[config.mk]
export PLATFORM = sky130hd
export DESIGN_NAME = line_scan_gradient_line_detector_top
export DESIGN_NICKNAME = d
export VERILOG_FILES = /design/src/sv/lsgld_pkg.sv /design/src/sv/lsgld_track.sv /design/src/sv/line_scan_gradient_line_detector_top.sv
export SDC_FILE = /design/constraint.sdc
export NUM_CORES = 1
export LEC_CHECK = 0
export BUFFER_PORTS_ARGS = -buffer_cell sky130_fd_sc_hd__buf_2
export CELL_PAD_IN_SITES_DETAIL_PLACEMENT = 0
export CELL_PAD_IN_SITES_GLOBAL_PLACEMENT = 1
export CORE_AREA = 2 2 149 151
export CTS_CLUSTER_DIAMETER = 50
export DETAILED_ROUTE_END_ITERATION = 6
export DIE_AREA = 0 0 151 153
export PLACE_DENSITY_LB_ADDON = 0.3
export REMOVE_ABC_BUFFERS = 1
export SLEW_MARGIN = 20
export SYNTH_ARGS = -nofsm -noshare
export SYNTH_HDL_FRONTEND = slang
export SYNTH_SLANG_ARGS = --single-unit
[constraint.sdc]
create_clock -name clk -period 12.1 [get_ports clk]
set_input_delay 0 -clock clk [delete_from_list [all_inputs] [get_ports clk]]
set_output_delay 0 -clock clk [all_outputs]
set_load 0.01 [all_outputs]
[src/sv/lsgld_pkg.sv]
// Shared types and constants of the line-scan gradient line detector.
`default_nettype none

package lsgld_pkg;

  localparam int DEF_PIXELS     = 128;
  localparam int DEF_PIXEL_BITS = 16;

  localparam int PIX_PORT_W = 16;
  localparam int THR_W      = 16;
  localparam int STRIDE_W   = 7;
  localparam int MARGIN_W   = 6;
  localparam int POS_W      = 7;
  localparam int CFG_IDX_W  = 3;
  localparam int CFG_DATA_W = 16;

  typedef enum logic [CFG_IDX_W-1:0] {
    REG_EDGE_THRESHOLD = 3'd0,
    REG_SAMPLE_STRIDE  = 3'd1,
    REG_CROP_MARGIN    = 3'd2,
    REG_DARK_LINE      = 3'd3,
    REG_CENTER_MODE    = 3'd4
  } cfg_reg_t;

  typedef struct packed {
    logic [THR_W-1:0]    edge_threshold;
    logic [STRIDE_W-1:0] sample_stride;
    logic [MARGIN_W-1:0] crop_margin;
    logic                dark_line;
    logic                center_mode;
  } cfg_t;

  typedef struct packed {
    logic             last;
    logic             found;
    logic [POS_W-1:0] position;
  } frame_result_t;

endpackage

`default_nettype wire

[src/sv/lsgld_track.sv]
// Frame gradient tracker: sample selection, strongest rise/fall and frame result.
`default_nettype none

module lsgld_track
  import lsgld_pkg::*;
#(
  parameter int PIXELS     = DEF_PIXELS,
  parameter int PIXEL_BITS = DEF_PIXEL_BITS
) (
  input  wire logic                  clk,
  input  wire logic                  rst,
  input  wire logic [PIXEL_BITS-1:0] pixel,
  input  wire logic                  start,
  input  wire logic                  advance,
  input  wire cfg_t                  cfg,
  output frame_result_t              result
);

  localparam int CW   = $clog2(PIXELS);
  localparam int DW   = PIXEL_BITS + 1;
  localparam int SW   = ((CW > STRIDE_W) ? CW : STRIDE_W) + 2;
  localparam int CMPW = ((DW > THR_W + 1) ? DW : THR_W + 1) + 1;

  // frame state
  logic [CW-1:0]         pixel_count;
  logic [STRIDE_W-1:0]   stride_phase;
  logic [PIXEL_BITS-1:0] prior_sample;
  logic [CW-1:0]         prior_position;
  logic                  have_prior;
  logic signed [DW-1:0]  best_rise;
  logic [CW-1:0]         rise_position;
  logic signed [DW-1:0]  best_fall;
  logic [CW-1:0]         fall_position;
  logic                  have_difference;

  logic [CW-1:0]         cur_count;
  logic [STRIDE_W-1:0]   cur_phase;
  logic                  cur_have_prior;
  logic                  cur_have_diff;
  logic [STRIDE_W-1:0]   stride_eff;
  logic [SW-1:0]         win_end;
  logic                  in_window;
  logic                  is_sample;
  logic                  take_diff;
  logic [STRIDE_W:0]     phase_inc;
  logic [STRIDE_W-1:0]   phase_next;
  logic signed [DW-1:0]  diff;
  logic                  upd_rise;
  logic                  upd_fall;
  logic signed [DW-1:0]  best_rise_next;
  logic [CW-1:0]         rise_position_next;
  logic signed [DW-1:0]  best_fall_next;
  logic [CW-1:0]         fall_position_next;
  logic                  have_difference_next;
  logic signed [CMPW-1:0] rise_ext;
  logic signed [CMPW-1:0] fall_mag;
  logic signed [CMPW-1:0] thr_ext;
  logic                  rise_ok;
  logic                  fall_ok;
  logic [CW:0]           pos_sum;
  logic [CW-1:0]         mid_pos;
  logic                  is_last;

  // A frame start drops the partial frame and counts this pixel as pixel 0.
  assign cur_count      = start ? '0 : pixel_count;
  assign cur_phase      = start ? '0 : stride_phase;
  assign cur_have_prior = start ? 1'b0 : have_prior;
  assign cur_have_diff  = start ? 1'b0 : have_difference;

  assign stride_eff = (cfg.sample_stride == '0) ? STRIDE_W'(1) : cfg.sample_stride;

  // Sample must span a full stride inside the crop window.
  assign win_end   = SW'(cur_count) + SW'(stride_eff) + SW'(cfg.crop_margin);
  assign in_window = (SW'(cur_count) >= SW'(cfg.crop_margin)) && (win_end <= SW'(PIXELS));
  assign is_sample = in_window && (cur_phase == '0);
  assign take_diff = is_sample && cur_have_prior;

  assign phase_inc  = {1'b0, cur_phase} + (STRIDE_W + 1)'(1);
  assign phase_next = (phase_inc >= {1'b0, stride_eff}) ? '0 : phase_inc[STRIDE_W-1:0];

  assign diff = $signed({1'b0, pixel}) - $signed({1'b0, prior_sample});

  assign upd_rise = take_diff && (!cur_have_diff || (diff > best_rise));
  assign upd_fall = take_diff && (!cur_have_diff || (diff < best_fall));

  assign best_rise_next       = upd_rise ? diff : best_rise;
  assign rise_position_next   = upd_rise ? prior_position : rise_position;
  assign best_fall_next       = upd_fall ? diff : best_fall;
  assign fall_position_next   = upd_fall ? prior_position : fall_position;
  assign have_difference_next = cur_have_diff || take_diff;

  assign rise_ext = CMPW'(best_rise_next);
  assign fall_mag = -CMPW'(best_fall_next);
  assign thr_ext  = $signed(CMPW'(cfg.edge_threshold));
  assign rise_ok  = rise_ext >= thr_ext;
  assign fall_ok  = fall_mag >= thr_ext;

  assign pos_sum = {1'b0, rise_position_next} + {1'b0, fall_position_next};
  assign mid_pos = pos_sum[CW:1];

  assign is_last = cur_count >= CW'(PIXELS - 1);

  always_comb begin
    result.last     = is_last;
    result.found    = 1'b0;
    result.position = '0;
    if (have_difference_next) begin
      priority if (cfg.center_mode) begin
        if (rise_ok && fall_ok) begin
          result.found    = 1'b1;
          result.position = POS_W'(mid_pos);
        end
      end else if (cfg.dark_line) begin
        if (fall_ok) begin
          result.found    = 1'b1;
          result.position = POS_W'(fall_position_next);
        end
      end else begin
        if (rise_ok) begin
          result.found    = 1'b1;
          result.position = POS_W'(rise_position_next);
        end
      end
    end
  end

  always_ff @(posedge clk) begin
    if (rst) begin
      pixel_count     <= '0;
      stride_phase    <= '0;
      have_prior      <= 1'b0;
      have_difference <= 1'b0;
    end else if (advance) begin
      if (is_last) begin
        pixel_count     <= '0;
        stride_phase    <= '0;
        have_prior      <= 1'b0;
        have_difference <= 1'b0;
      end else begin
        pixel_count     <= cur_count + CW'(1);
        stride_phase    <= in_window ? phase_next : cur_phase;
        have_prior      <= cur_have_prior || is_sample;
        have_difference <= have_difference_next;
      end
    end
  end

  // Values behind cleared flags are never looked at, so these hold no reset.
  always_ff @(posedge clk) begin
    if (advance) begin
      if (is_sample) begin
        prior_sample   <= pixel;
        prior_position <= cur_count;
      end
      best_rise     <= best_rise_next;
      rise_position <= rise_position_next;
      best_fall     <= best_fall_next;
      fall_position <= fall_position_next;
    end
  end

endmodule

`default_nettype wire

[src/sv/line_scan_gradient_line_detector_top.sv]
// Line-scan gradient line detector: top level with config, input and result registers.
// A frame's result enters the result register when its last pixel leaves the input register.
// Throughput: one pixel per cycle, except while a frame's last pixel waits on a stalled, full
// result register; the gradient compare and best-value update sit in one stage between the
// input register and the result register. Reset (rst, synchronous): clears frame counters and flags, empties both
// registers, and loads the configuration defaults (stride 1, all else 0).
`default_nettype none

module line_scan_gradient_line_detector_top
  import lsgld_pkg::*;
#(
  parameter int PIXELS     = DEF_PIXELS,
  parameter int PIXEL_BITS = DEF_PIXEL_BITS
) (
  input  wire logic                  clk,
  input  wire logic                  rst,
  input  wire logic                  cfg_write,
  input  wire logic [CFG_IDX_W-1:0]  cfg_index,
  input  wire logic [CFG_DATA_W-1:0] cfg_data,
  input  wire logic                  in_valid,
  output logic                       in_stall,
  input  wire logic [PIX_PORT_W-1:0] pixel_value,
  input  wire logic                  frame_start,
  output logic                       out_valid,
  input  wire logic                  out_stall,
  output logic                       found,
  output logic [POS_W-1:0]           position
);

  cfg_t                  cfg;
  logic                  s1_valid;
  logic [PIXEL_BITS-1:0] s1_pixel;
  logic                  s1_start;
  logic                  s1_fire;
  logic                  out_free;
  logic                  in_accept;
  frame_result_t         res;

  always_ff @(posedge clk) begin
    if (rst) begin
      cfg.edge_threshold <= '0;
      cfg.sample_stride  <= STRIDE_W'(1);
      cfg.crop_margin    <= '0;
      cfg.dark_line      <= 1'b0;
      cfg.center_mode    <= 1'b0;
    end else if (cfg_write) begin
      unique case (cfg_index)
        REG_EDGE_THRESHOLD: cfg.edge_threshold <= cfg_data[THR_W-1:0];
        REG_SAMPLE_STRIDE:  cfg.sample_stride  <= cfg_data[STRIDE_W-1:0];
        REG_CROP_MARGIN:    cfg.crop_margin    <= cfg_data[MARGIN_W-1:0];
        REG_DARK_LINE:      cfg.dark_line      <= cfg_data[0];
        REG_CENTER_MODE:    cfg.center_mode    <= cfg_data[0];
        default: ;
      endcase
    end
  end

  // Only the frame's last pixel needs room in the result register.
  assign out_free  = !out_valid || !out_stall;
  assign s1_fire   = s1_valid && (!res.last || out_free);
  assign in_stall  = s1_valid && !s1_fire;
  assign in_accept = in_valid && !in_stall;

  always_ff @(posedge clk) begin
    if (rst) begin
      s1_valid <= 1'b0;
    end else if (in_accept) begin
      s1_valid <= 1'b1;
    end else if (s1_fire) begin
      s1_valid <= 1'b0;
    end
  end

  always_ff @(posedge clk) begin
    if (in_accept) begin
      s1_pixel <= pixel_value[PIXEL_BITS-1:0];
      s1_start <= frame_start;
    end
  end

  lsgld_track #(
    .PIXELS     (PIXELS),
    .PIXEL_BITS (PIXEL_BITS)
  ) u_track (
    .clk     (clk),
    .rst     (rst),
    .pixel   (s1_pixel),
    .start   (s1_start),
    .advance (s1_fire),
    .cfg     (cfg),
    .result  (res)
  );

  always_ff @(posedge clk) begin
    if (rst) begin
      out_valid <= 1'b0;
    end else if (s1_fire && res.last) begin
      out_valid <= 1'b1;
    end else if (!out_stall) begin
      out_valid <= 1'b0;
    end
  end

  always_ff @(posedge clk) begin
    if (s1_fire && res.last) begin
      found    <= res.found;
      position <= res.position;
    end
  end

endmodule

`default_nettype wire

# == After elaboration in Yosys (flattened, before gate mapping) ==
# Cells that the tools add are included.
# totals
register_bits,145
latch_bits,0
ram_bits,0
mem_bits_ro,0
inputBits,41
word_cells,97
mem_count,0
# classes
add_sub_neg,7
multipliers,0
div_mod_pow,0
order_cmp,8
eq_ne,5
shift,0
muxes,24
n_bitwise,0
n_reduce_logical,32
# op_table
op,count
7-bit two-way mux,9
8-bit two-way mux,5
17-bit two-way mux,2
18-bit by 17-bit >= comparator with 1-bit output,1
17-bit negation with 18-bit output,1
17-bit >= comparator,1
17-bit greater-than comparator,1
17-bit < comparator,1
16-bit by 16-bit subtractor with 17-bit output,1
7-bit by 7-bit adder with 8-bit output,2
7-bit zero test,2
2-bit AND reduction,6
1-bit logical AND,10
9-bit by 6-bit adder with 9-bit output,1
"9-bit by 8-bit <= comparator with 1-bit output, second input constant",1
"7-bit by 1-bit adder with 8-bit output, second input constant",1
8-bit by 7-bit >= comparator with 1-bit output,1
1-bit two-way mux,8
"7-bit by 1-bit adder with 7-bit output, second input constant",1
7-bit by 6-bit >= comparator with 1-bit output,1
"7-bit >= comparator, second input constant",1
"3-bit by 2-bit == test with 1-bit output, second input constant",2
1-bit zero test,6
1-bit logical OR,6
5 further kinds,5

# == Depth between registers and ports, before layout ==
# Gate-level depths: netlist (run 1).
# depth
word_depth,15
ltp_mapped,40
depth_no_buf,36

# == By module ==
# Synthesis (run 1) repeated with hierarchy kept, for this count alone.
# hier_totals
hier_cells,1081
area_unflattened_um2,10268.6
# by_module_without_submodules
mod,n_inst,cells_per_inst,area_each_um2
lsgld_track,1,918,8070.2
line_scan_gradient_line_detector_top,1,163,2198.4

# == Worst setup path after synthesis (run 1) ==
# OpenSTA, ideal clock, no wires.
# synth_path
kind,flip-flop to flip-flop
start,register s1_start
end,register position[1] (data pin)
setup_time_ns,0.261
arrival_ns,8.372
required_time_ns,11.839
path_slack_ns,3.467
path_stages_with_launch,39
synth_period_minus_slack_ns,8.633
path_cell_list,edfxtp_1 > clkbuf_1 > clkbuf_1 > clkbuf_1 > nand2b_1 > inv_1 > ha_1 > inv_1 > fa_1 > and3b_1 > or4_1 > xor2_1 > ha_1 > nand3b_1 > mux2i_1 > nand3_1 > o311ai_0 > o211ai_1 > (+3 left out) > a21oi_1 > ha_1 > nand4_1 > or3_1 > o21ai_0 > nand2_1 > xor2_1 > ha_1 > a21oi_1 > nor2b_1 > a2111oi_0 > o211ai_1 > a221oi_1 > o21ai_0 > o211ai_1 > a21oi_2 > and2_4 > a221o_1
# synth_via
elab_chain_len,14
elab_cells_between_ends,32
# synth_lines
element,line_no,rtl
from (decl),line_scan_gradient_line_detector_top.sv:33,logic s1_start;
from (signal assigned),line_scan_gradient_line_detector_top.sv:77,s1_start <= frame_start;
7-bit two-way mux (*),lsgld_track.sv:65,assign cur_count = start ? '0 : pixel_count;
via u_track.cur_count[0],lsgld_track.sv:36,logic [CW-1:0] cur_count;
7-bit by 7-bit adder with 8-bit output,lsgld_track.sv:73,assign win_end = SW'(cur_count) + SW'(stride_eff) + SW'(cfg.crop_margin);
9-bit by 6-bit adder with 9-bit output,lsgld_track.sv:73,
9-bit by 8-bit <= comparator with 1-bit output,lsgld_track.sv:74,assign in_window = (SW'(cur_count) >= SW'(cfg.crop_margin)) && (win_end <= SW'(PIXELS));
1-bit logical AND (*),lsgld_track.sv:74,
1-bit logical AND (*),lsgld_track.sv:75,assign is_sample = in_window && (cur_phase == '0);
1-bit logical AND (*),lsgld_track.sv:76,assign take_diff = is_sample && cur_have_prior;
1-bit logical AND,lsgld_track.sv:84,assign upd_fall = take_diff && (!cur_have_diff || (diff < best_fall));
17-bit two-way mux,lsgld_track.sv:88,assign best_fall_next = upd_fall ? diff : best_fall;
17-bit negation with 18-bit output,lsgld_track.sv:93,assign fall_mag = -CMPW'(best_fall_next);
18-bit by 17-bit >= comparator with 1-bit output,lsgld_track.sv:96,assign fall_ok = fall_mag >= thr_ext;
8-bit two-way mux or 1-bit logical AND (tied branches),"lsgld_track.sv:114, lsgld_track.sv:109",
8-bit two-way mux (on tied branches),"lsgld_track.sv:113, lsgld_track.sv:109",
8-bit two-way mux,lsgld_track.sv:108,priority if (cfg.center_mode) begin
to (signal assigned),line_scan_gradient_line_detector_top.sv:107,position <= res.position;
to (decl),line_scan_gradient_line_detector_top.sv:27,output logic [POS_W-1:0] position
# The timed path passes the listed nets; every way through them passes the cells marked *.
# A chain may end at the register's enable or synchronous reset.

# == Worst setup path in the final report (run 1) ==
# layout_path
start,register s1_start
end,register position[6] (data pin)
# Same word-level chain as after synthesis.

==> flow_summary.toml, run 1 <==
[worst_setup_path]
path_class = "flop to flop"
cp.required_ns = 12.28
arrival_ns = 9.59
crit_path_max_fanout = 36
startpoint_type = "flop"
crit_top_cell = "ha_1"
end_kind = "flop"
cpPeakStageDelay_ns = 0.92
path_delay_family = "compound AO/OA/AOI/OAI gates"
cp_num_buf_inv = 3
crit_path_top_delay_cell = "edfxtp_1"

[placement]
port_buffers = 50
place_congestion = 0.881
dp_hpwl_um = 19800
pre_cts_ws_ns = 2.76
post_dp_cell_area_sq_um = 10700

[power]
clockPowerShare_pct = 38.8
power.internal_mw = 1.03
seq_power_share_pct = 38.9
power_switching_mw = 0.428
p_leak_nw = 4.86
swShare_pct = 29.4
powerDensity_nw_per_um2 = 124
combPwrFrac_pct = 22.3
ir_drop_v = 0.0000792

[floorplanning]
num_rows = 54
die_x_um = 151
die_h_um = 153
dieArea_sq_um = 23100
core_area_sq_um = 21500
initial_core_util_pct = 47.2
io_pins = 51

[global_route]
grt-busiest-layer = "met2"
use_met1_pct = 29.0
grt.overflow.total = 0
grt_max_degree = 50
grt.total_usage_pct = 23.3
use_met2_pct = 40.1
use_met3_pct = 4.27
antenna_found_initial = 0
grt_pass1_vias = 8118
grt_pass1_wl_um = 41800

[logic_synthesis]
synth_warnings = 0
synthArstFlopShare_pct = 0
synth_commonest_cells = "nand2_1 (122), ha_1 (115), inv_1 (115)"
yosysTopAreaCell = "edfxtp_1"
netlist.area_leader.share_pct = 28.5
synth_most_common_cell = "nand2_1"
synth_edf_count = 96
synth_area_sq_um = 10100
ys_types = 71
syn_inst = 1128
ys_ff_latch = 145
avgSynthCellArea_sq_um = 8.98
synth-main-ff-cell = "edfxtp_1"
seq_area_frac_synth_pct = 38.1
synth_area_leaders = "edfxtp_1 (28%), ha_1 (14%), dfxtp_1 (9.7%), nand2_1 (4.5%), a21oi_1 (4.4%)"

[timing]
clock_skew_ns = 0.00847
fin_crit_ns = 9.41
hold_viol = 0
relSlewSlack_pct = 32.7
finalSetupViolations = 0
fin_crit_sh_pct = 77.8
max_freq_mhz = 106
setup_tns_ns = 0
worst_pin_slew_ns = 1.00
setup_ws_ns = 2.69
maxSlewViolCount = 0
rsz0062_at_grt = "false"

[clocking]
cts_buffers = 17
post_cts_buffers = 0
insertion_delay_ns = 0.43
clock-root-buffer = "clkbuf_16"
cts_tree = "done"
clkSinkCount = 145
cts_max_level = 4
clk_path_buf_depth = 2
path_clk_slew_ns = 0.06
ctsHoldBuffers = 39
cts_resized = 0

[layout]
seqCellArea_sq_um = 3860
multi_input_area_sq_um = 5730
fin_area_sq_um = 11700
final.fill_count = 2006
syn_to_final_growth_pct = 15.6
n_antenna_cell = 0
drive_above_1_share_pct = 9.52
nNetsFinal = 1376

[drt]
vias_per_cell = 5.51
drtAntennaViolNets = 0
wl_per_cell_um = 17.1
vias = 8310
drt_pass1_iterations = 5
drc_errors = 0
drt_iter0_markers = 562
routed_wl_um = 25900

[hold_path]
hold_path.class = "primary input to flop"

[outcome]
outcome = "finished, final reports clean"

[run]
maxCapViolCount = 0
[power groups by stage]
stage,Clock [mW],Combinational (mW),Sequential [mW]
2_1_floorplan,0,0.217,0.572
3_3_place_gp,0,0.310,0.576
3_5_place_dp,0,0.313,0.577
4_1_cts,0.574,0.324,0.566
5_1_grt,0.595,0.366,0.569
6_report,0.563,0.324,0.566
[flip-flops by register name, indices dropped and copies added (netlist names)]
register	count
s1_valid	1
u_track.pixel_count	7
out_valid	1
position	7
u_track.fall_position	7
s1_pixel	16
u_track.have_prior	1
u_track.stride_phase	7
u_track.rise_position	7
u_track.best_fall	17
cfg	31
u_track.best_rise	17
u_track.prior_sample	16
found	1
u_track.prior_position	7
s1_start	1
u_track.have_difference	1
[logic make-up after synthesis]
family	synth area share [%]
xor+xnor	3.72
simple gates	18.6
flops	38.1
buf+inv	5.40
mux	2.63
compound gates	16.4
fa+ha+maj	15.1
[worst paths after layout]
| check | startpoint | to | slack (ns) | cells after the start |
|---|---|---|---|---|
| setup / recovery | s1_start | position[6] | 2.69 | 35 |
| hold / removal | rst | s1_valid | 0.18 | 2 |
| setup reg to reg | s1_start | position[6] | 2.69 | 35 |
| hold reg to reg | s1_pixel[0] | u_track.prior_sample[0] | 0.45 | 0 |
[worst reg2reg max path: cells and delay by family (launching register included)]
kind / cells / cell delay (ns)
adder cells (fa/ha/maj): 5 / 1.36
buffers and inverters: 3 / 0.51
AND/OR/NAND/NOR: 12 / 2.46
multiplexers: 1 / 0.17
AO/OA/AOI/OAI: 12 / 3.42
flip-flops: 1 / 0.92
XOR/XNOR: 2 / 0.33
[cells in the final DEF, fill, tap and decap left out, types with 5 or more instances in the layout]
master and instances:
a2111oi_0 6, a211o_1 8, a211oi_1 8, a21o_1 14, a21oi_1 89, a22oi_1 5, a31oi_1 7, and2_1 8
and3_1 7, buf_2 50, buf_4 10, clkbuf_16 17, dfxtp_1 49, dlygate4sd3_1 39, edfxtp_1 96, ha_1 115
inv_1 114, mux2_2 13, mux2i_1 12, nand2_1 122, nand2b_1 19, nand3_1 31, nand4_1 14, nor2_1 91
nor2b_1 22, nor3_1 22, nor3b_1 9, o211ai_1 13, o21a_1 13, o21ai_0 63, o31ai_1 6, or3_1 5
xnor2_1 23, xor2_1 20
[per-layer routing]
metal	vias up	wire (um)	share of wire, %
met3	41	1070	4.1
li1	4217	-	-
met1	3862	11300	44
met4	0	762	2.9
met5	-	0	0
met2	190	12800	49
[per-stage QoR]
stage	power [mW]	hold slack, ns	util (%)	std cells
floorplan	0.789	0.0691	-	1098
global placement	0.886	0.176	49.8	1438
detailed placement	0.890	0.178	49.8	1438
CTS	1.46	0.177	54.5	1509
global route	1.53	0.230	54.5	1509
finish	1.45	0.185	54.5	1509
[cell type report]
type                       count  area share [%]
multi-input combinational    838            48.9
sequential                   145            33.0
timing repair buffer          99            6.11
clock buffer                  20            3.73
inverter                     115            3.69
tap                          280            2.99
clock inverter                12            1.56
Power figures use the tool's default switching activity.
==> run 2: changes to the inputs <==
--- a/config.mk
+++ b/config.mk
@@ -5,13 +5,14 @@
 export SDC_FILE = /design/constraint.sdc
 export NUM_CORES = 1
 export LEC_CHECK = 0
+export ABC_AREA = 1
 export BUFFER_PORTS_ARGS = -buffer_cell sky130_fd_sc_hd__buf_2
 export CELL_PAD_IN_SITES_DETAIL_PLACEMENT = 0
 export CELL_PAD_IN_SITES_GLOBAL_PLACEMENT = 1
-export CORE_AREA = 2 2 149 151
+export CORE_AREA = 2 2 156 158
 export CTS_CLUSTER_DIAMETER = 50
 export DETAILED_ROUTE_END_ITERATION = 6
-export DIE_AREA = 0 0 151 153
+export DIE_AREA = 0 0 158 160
 export PLACE_DENSITY_LB_ADDON = 0.3
 export REMOVE_ABC_BUFFERS = 1
 export SLEW_MARGIN = 20
==> constraint.sdc (replaced) <==
create_clock -name clk -period 8.22 [get_ports clk]
set_input_delay 0 -clock clk [delete_from_list [all_inputs] [get_ports clk]]
set_output_delay 0 -clock clk [all_outputs]
set_load 0.01 [all_outputs]
==> flow_summary.toml, run 2 <==
[clocking]
insertion_delay_ns = 0.42
cts_max_level = 4
clock-root-buffer = "clkbuf_16"
clk_path_buf_depth = 2
cts_tree = "done"
path_clk_slew_ns = 0.07
cts_buffers = 17
clkSinkCount = 145

[worst_setup_path]
crit_start = "s1_pixel[3]"
cpPeakStageDelay_ns = 0.40
rr_worst_depth = 40
arrival_ns = 7.47
r2r_start = "s1_pixel[3]"
worst_r2r_endpoint = "position[0]"
crit_path_top_delay_cell = "edfxtp_1"
cp.required_ns = 8.39
cp-endpoint = "position[0]"
crit_path_max_fanout = 38
startpoint_type = "flop"
path_class = "flop to flop"
end_kind = "flop"
r2r_slack_ns = 0.92

[timing]
setup_tns_ns = 0
maxSlewViolCount = 0
finalSetupViolations = 0
hold_ws_ns = 0.127
clock_skew_ns = 0.0123
hold_viol = 0
worst_pin_slew_ns = 1.04
max_freq_mhz = 137
fin_crit_ns = 7.30
rsz0062_at_grt = "false"
fin_crit_sh_pct = 88.8
relSlewSlack_pct = 30.7

[layout]
top_register = "cfg"
final_core_util_pct = 49.0
largest_reg_flops = 31
final_cell_mix = "nand2_1 (249), inv_1 (217), ha_1 (115), a21oi_1 (110), o21ai_0 (102)"
nNetsFinal = 1510
syn_to_final_growth_pct = 15.9
n_antenna_cell = 0
drive_above_1_share_pct = 8.73
reg_top3 = "cfg (31), u_track.best_fall (17), u_track.best_rise (17)"
final_common_cell = "nand2_1"
final.fill_count = 2396

[power]
ir_drop_v = 0.000112
powerDensity_nw_per_um2 = 188
total_power_mw = 2.20
p_leak_nw = 5.41

[drt]
drt_pass1_iterations = 5
vias_per_cell = 5.01
drt_iter0_markers = 597
wl_per_cell_um = 14.9
drtAntennaViolNets = 0
vias = 8445
drc_errors = 0
routed_wl_um = 25200

[logic_synthesis]
synth_warnings = 0
synth-main-ff-cell = "edfxtp_1"
synth_edf_count = 96
yosysTopAreaCell = "edfxtp_1"
ys_types = 51
synthArstFlopShare_pct = 0
syn_inst = 1261
ys_ff_latch = 145
seq_area_frac_synth_pct = 38.4
synth_area_leaders = "edfxtp_1 (29%), ha_1 (14%), dfxtp_1 (9.7%), nand2_1 (9.3%), inv_1 (8.1%)"
netlist.area_leader.share_pct = 28.6
avgSynthCellArea_sq_um = 7.98
synth_most_common_cell = "nand2_1"
synth_commonest_cells = "nand2_1 (249), inv_1 (218), ha_1 (115)"
synth_area_sq_um = 10100

[placement]
dp_hpwl_um = 19200
port_buffers = 50
place_congestion = 0.880

[hold_path]
hold_path.class = "primary input to flop"
worstHoldPathCells = 6

[floorplanning]
io_pins = 51
core_area_sq_um = 23800
die_x_um = 158
die_h_um = 160
num_rows = 57
initial_core_util_pct = 42.2
dieArea_sq_um = 25300

[global_route]
grt.total_usage_pct = 20.8
grt_pass1_vias = 7977
antenna_found_initial = 0
grt.overflow.total = 0
grt_pass1_wl_um = 41100
grt_max_degree = 53

[run]
maxCapViolCount = 0

[outcome]
outcome = "finished, final reports clean"
run 2: critical path: cells and delay by family (launching register included):
family / cells / cell delay, ns
flops: 1 / 0.40
compound gates: 9 / 1.51
simple gates: 19 / 2.79
buf+inv: 6 / 0.79
fa+ha+maj: 4 / 1.12
xor+xnor: 2 / 0.44
run 2: layout make-up:
| cell class | instances | area (sq um) | share of cell area (%) |
|---|---|---|---|
| tap | 324 | 405 | 3.47 |
| inverter | 225 | 846 | 7.25 |
| timing repair buffer | 98 | 723 | 6.20 |
| multi-input combinational | 863 | 5240 | 44.9 |
| sequential | 145 | 3860 | 33.1 |
| clock buffer | 22 | 487 | 4.17 |
| clock inverter | 10 | 98.8 | 0.847 |
run 2: repair_timing:
action	CTS	global route
hold buffers	45	0
endpoints found under the setup margin	0	8
setup buffers	0	0
gates resized for setup	0	1
endpoints found under the hold margin	62	0
run 2: logic make-up (layout without fill, tap and decap cells):
kind of cell | Yosys count | count (layout) | synth area share [%]
buffers and inverters | 253 | 355 | 9.57
adder cells (fa/ha/maj) | 119 | 119 | 15.1
multiplexers | 1 | 1 | 0.0995
XOR/XNOR | 40 | 40 | 3.48
AND/OR/NAND/NOR | 448 | 448 | 19.7
flip-flops | 145 | 145 | 38.4
AO/OA/AOI/OAI | 255 | 255 | 13.7
run 2: where the power goes:
part	internal (mW)	switching [mW]
Combinational	0.208	0.372
Sequential	0.826	0.0191
Clock	0.455	0.317
run 2: metrics by stage:
stage | worst slack [ns] | cells | cell area, sq um
2_1_floorplan | 2.14 | 1233 | 9940
3_3_place_gp | 0.900 | 1610 | 10600
3_5_place_dp | 0.782 | 1610 | 10600
4_1_cts | 0.731 | 1687 | 11700
5_1_grt | 0.148 | 1687 | 11700
6_report | 0.919 | 1687 | 11700
run 2: routing by layer:
| layer | wire, um | up-vias | part of all wire, % | GRT usage, % |
|---|---|---|---|---|
| met5 | 0 | - | 0 | 0 |
| met4 | 476 | 0 | 1.9 | 6.06 |
| met3 | 945 | 29 | 3.8 | 3.04 |
| met2 | 11400 | 170 | 45 | 32.8 |
| met1 | 12400 | 3851 | 49 | 29.7 |
| li1 | - | 4395 | - | - |
run 2: worst min-delay path by stage:
stage,to,startpoint,slack [ns]
finish,cfg[15],cfg_index[2],0.13
global route,cfg[15],cfg_index[2],0.16
CTS,cfg[15],cfg_index[2],0.11
detailed placement,s1_pixel[15],pixel_value[15],0.18
global placement,s1_pixel[8],pixel_value[8],0.18
floorplan,out_valid,rst,0.07
==> run 3: changes to the inputs <==
--- a/config.mk
+++ b/config.mk
@@ -13,6 +13,7 @@
 export CTS_CLUSTER_DIAMETER = 50
 export DETAILED_ROUTE_END_ITERATION = 6
 export DIE_AREA = 0 0 158 160
+export HOLD_SLACK_MARGIN = 0.15
 export PLACE_DENSITY_LB_ADDON = 0.3
 export REMOVE_ABC_BUFFERS = 1
 export SLEW_MARGIN = 20
==> flow_summary.toml, run 3 (synthesized netlist as in run 2, its figures left out) <==
[timing]
fin_crit_sh_pct = 89.2
maxSlewViolCount = 0
setup_tns_ns = 0
clock_skew_ns = 0.0123
finalSetupViolations = 0
worst_pin_slew_ns = 1.04
hold_viol = 0
hold_ws_ns = 0.279
rsz0062_at_grt = "false"
max_freq_mhz = 136
fin_crit_ns = 7.33
relSlewSlack_pct = 30.3

[worst_setup_path]
path_delay_family = "simple AND/OR/NAND/NOR gates"
crit_path_max_fanout = 38
startpoint_type = "flop"
cp.required_ns = 8.39
cp_num_buf_inv = 6
cpPeakStageDelay_ns = 0.41
end_kind = "flop"
path_class = "flop to flop"
arrival_ns = 7.50
crit_path_top_delay_cell = "nor4_1"

[power]
ir_drop_v = 0.000113
p_leak_nw = 5.42
powerDensity_nw_per_um2 = 188

[clocking]
clk_path_buf_depth = 2
cts_tree = "done"
clkSinkCount = 145
path_clk_slew_ns = 0.07
clock-root-buffer = "clkbuf_16"
post_cts_buffers = 0
cts_max_level = 4
insertion_delay_ns = 0.43
cts_buffers = 17

[layout]
final_cell_mix = "nand2_1 (249), inv_1 (217), ha_1 (115), a21oi_1 (110), o21ai_0 (102)"
syn_to_final_growth_pct = 16.2
final_common_cell = "nand2_1"
top_register = "cfg"
n_antenna_cell = 0
nNetsFinal = 1513
reg_top3 = "cfg (31), u_track.best_fall (17), u_track.best_rise (17)"
final.fill_count = 2396
drive_above_1_share_pct = 8.71
largest_reg_flops = 31

[floorplanning]
io_pins = 51
core_area_sq_um = 23800
die_h_um = 160
dieArea_sq_um = 25300
die_x_um = 158
num_rows = 57
initial_core_util_pct = 42.2

[drt]
drc_errors = 0
wl_per_cell_um = 15.0
vias = 8456
routed_wl_um = 25300
drt_iter0_markers = 483
drt_pass1_iterations = 5
vias_per_cell = 5.00
drtAntennaViolNets = 0

[placement]
port_buffers = 50
place_congestion = 0.880
dp_hpwl_um = 19200

[global_route]
grt_pass1_vias = 7987
grt_max_degree = 53
grt.overflow.total = 0
antenna_found_initial = 0
grt.total_usage_pct = 20.9
grt_pass1_wl_um = 41200

[outcome]
outcome = "finished, final reports clean"

[hold_path]
hold_path.class = "primary input to flop"

[run]
maxCapViolCount = 0
run 3: cell count changes in the layout (fill, tap and decap cells not counted), sizes merged:
| cell | change |
|---|---|
| dlygate4sd3 | +3 |
run 3: through the flow:
stage	power (mW)	setup WS [ns]	utilization, %	area, sq um	std cells
floorplan	1.26	2.14	-	9940	1233
global placement	1.42	0.900	44.6	10600	1610
detailed placement	1.42	0.782	44.6	10600	1610
CTS	2.21	0.731	49.1	11700	1690
global route	2.34	0.148	49.1	11700	1690
finish	2.20	0.890	49.1	11700	1690
run 3: path summary, 6_finish.rpt:
check | end | from | cells after the start | slack (ns)
max reg2reg | position[0] | s1_pixel[3] | 40 | 0.89
min | s1_pixel[3] | pixel_value[3] | 2 | 0.28
max | position[0] | s1_pixel[3] | 40 | 0.89
min reg2reg | u_track.prior_sample[0] | s1_pixel[0] | 0 | 0.45
run 3: worst reg2reg max path: cells and delay by family, from the launching register on:
| family | cells | cell delay, ns |
|---|---|---|
| adder cells (fa/ha/maj) | 4 | 1.13 |
| AND/OR/NAND/NOR | 19 | 2.84 |
| flip-flops | 1 | 0.40 |
| buffers and inverters | 6 | 0.79 |
| XOR/XNOR | 2 | 0.45 |
| AO/OA/AOI/OAI | 9 | 1.51 |
run 3: per-layer routing:
layer  wire [um]  up-vias  global-route usage (%)  part of all wire [%]
li1            -     4400                       -                     -
met1       12500     3874                    29.8                    49
met2       11600      155                    33.4                    46
met3         861       27                    2.96                   3.4
met4         344        0                    5.24                   1.4
met5           0        -                       0                     0
run 3: repair_timing:
| action | in CTS | in global routing |
|---|---|---|
| hold endpoints to repair | 63 | 0 |
| hold buffers | 48 | 0 |
| resized for setup | 0 | 1 |
| setup endpoints to repair | 0 | 8 |
run 3: area by class of cell:
cell class / instances / area [sq um] / area share, %
clock buffers: 22 / 487 / 4.16
clock inverters: 10 / 98.8 / 0.845
inverters: 225 / 846 / 7.23
multi-input cells: 863 / 5240 / 44.8
flip-flops and latches: 145 / 3860 / 33.0
well taps: 324 / 405 / 3.47
repair buffers: 101 / 753 / 6.44
run 3: where the power goes:
part	switching (mW)	total, mW	internal (mW)
combinational	0.373	0.582	0.209
clock	0.318	0.773	0.455
sequential	0.0190	0.845	0.825
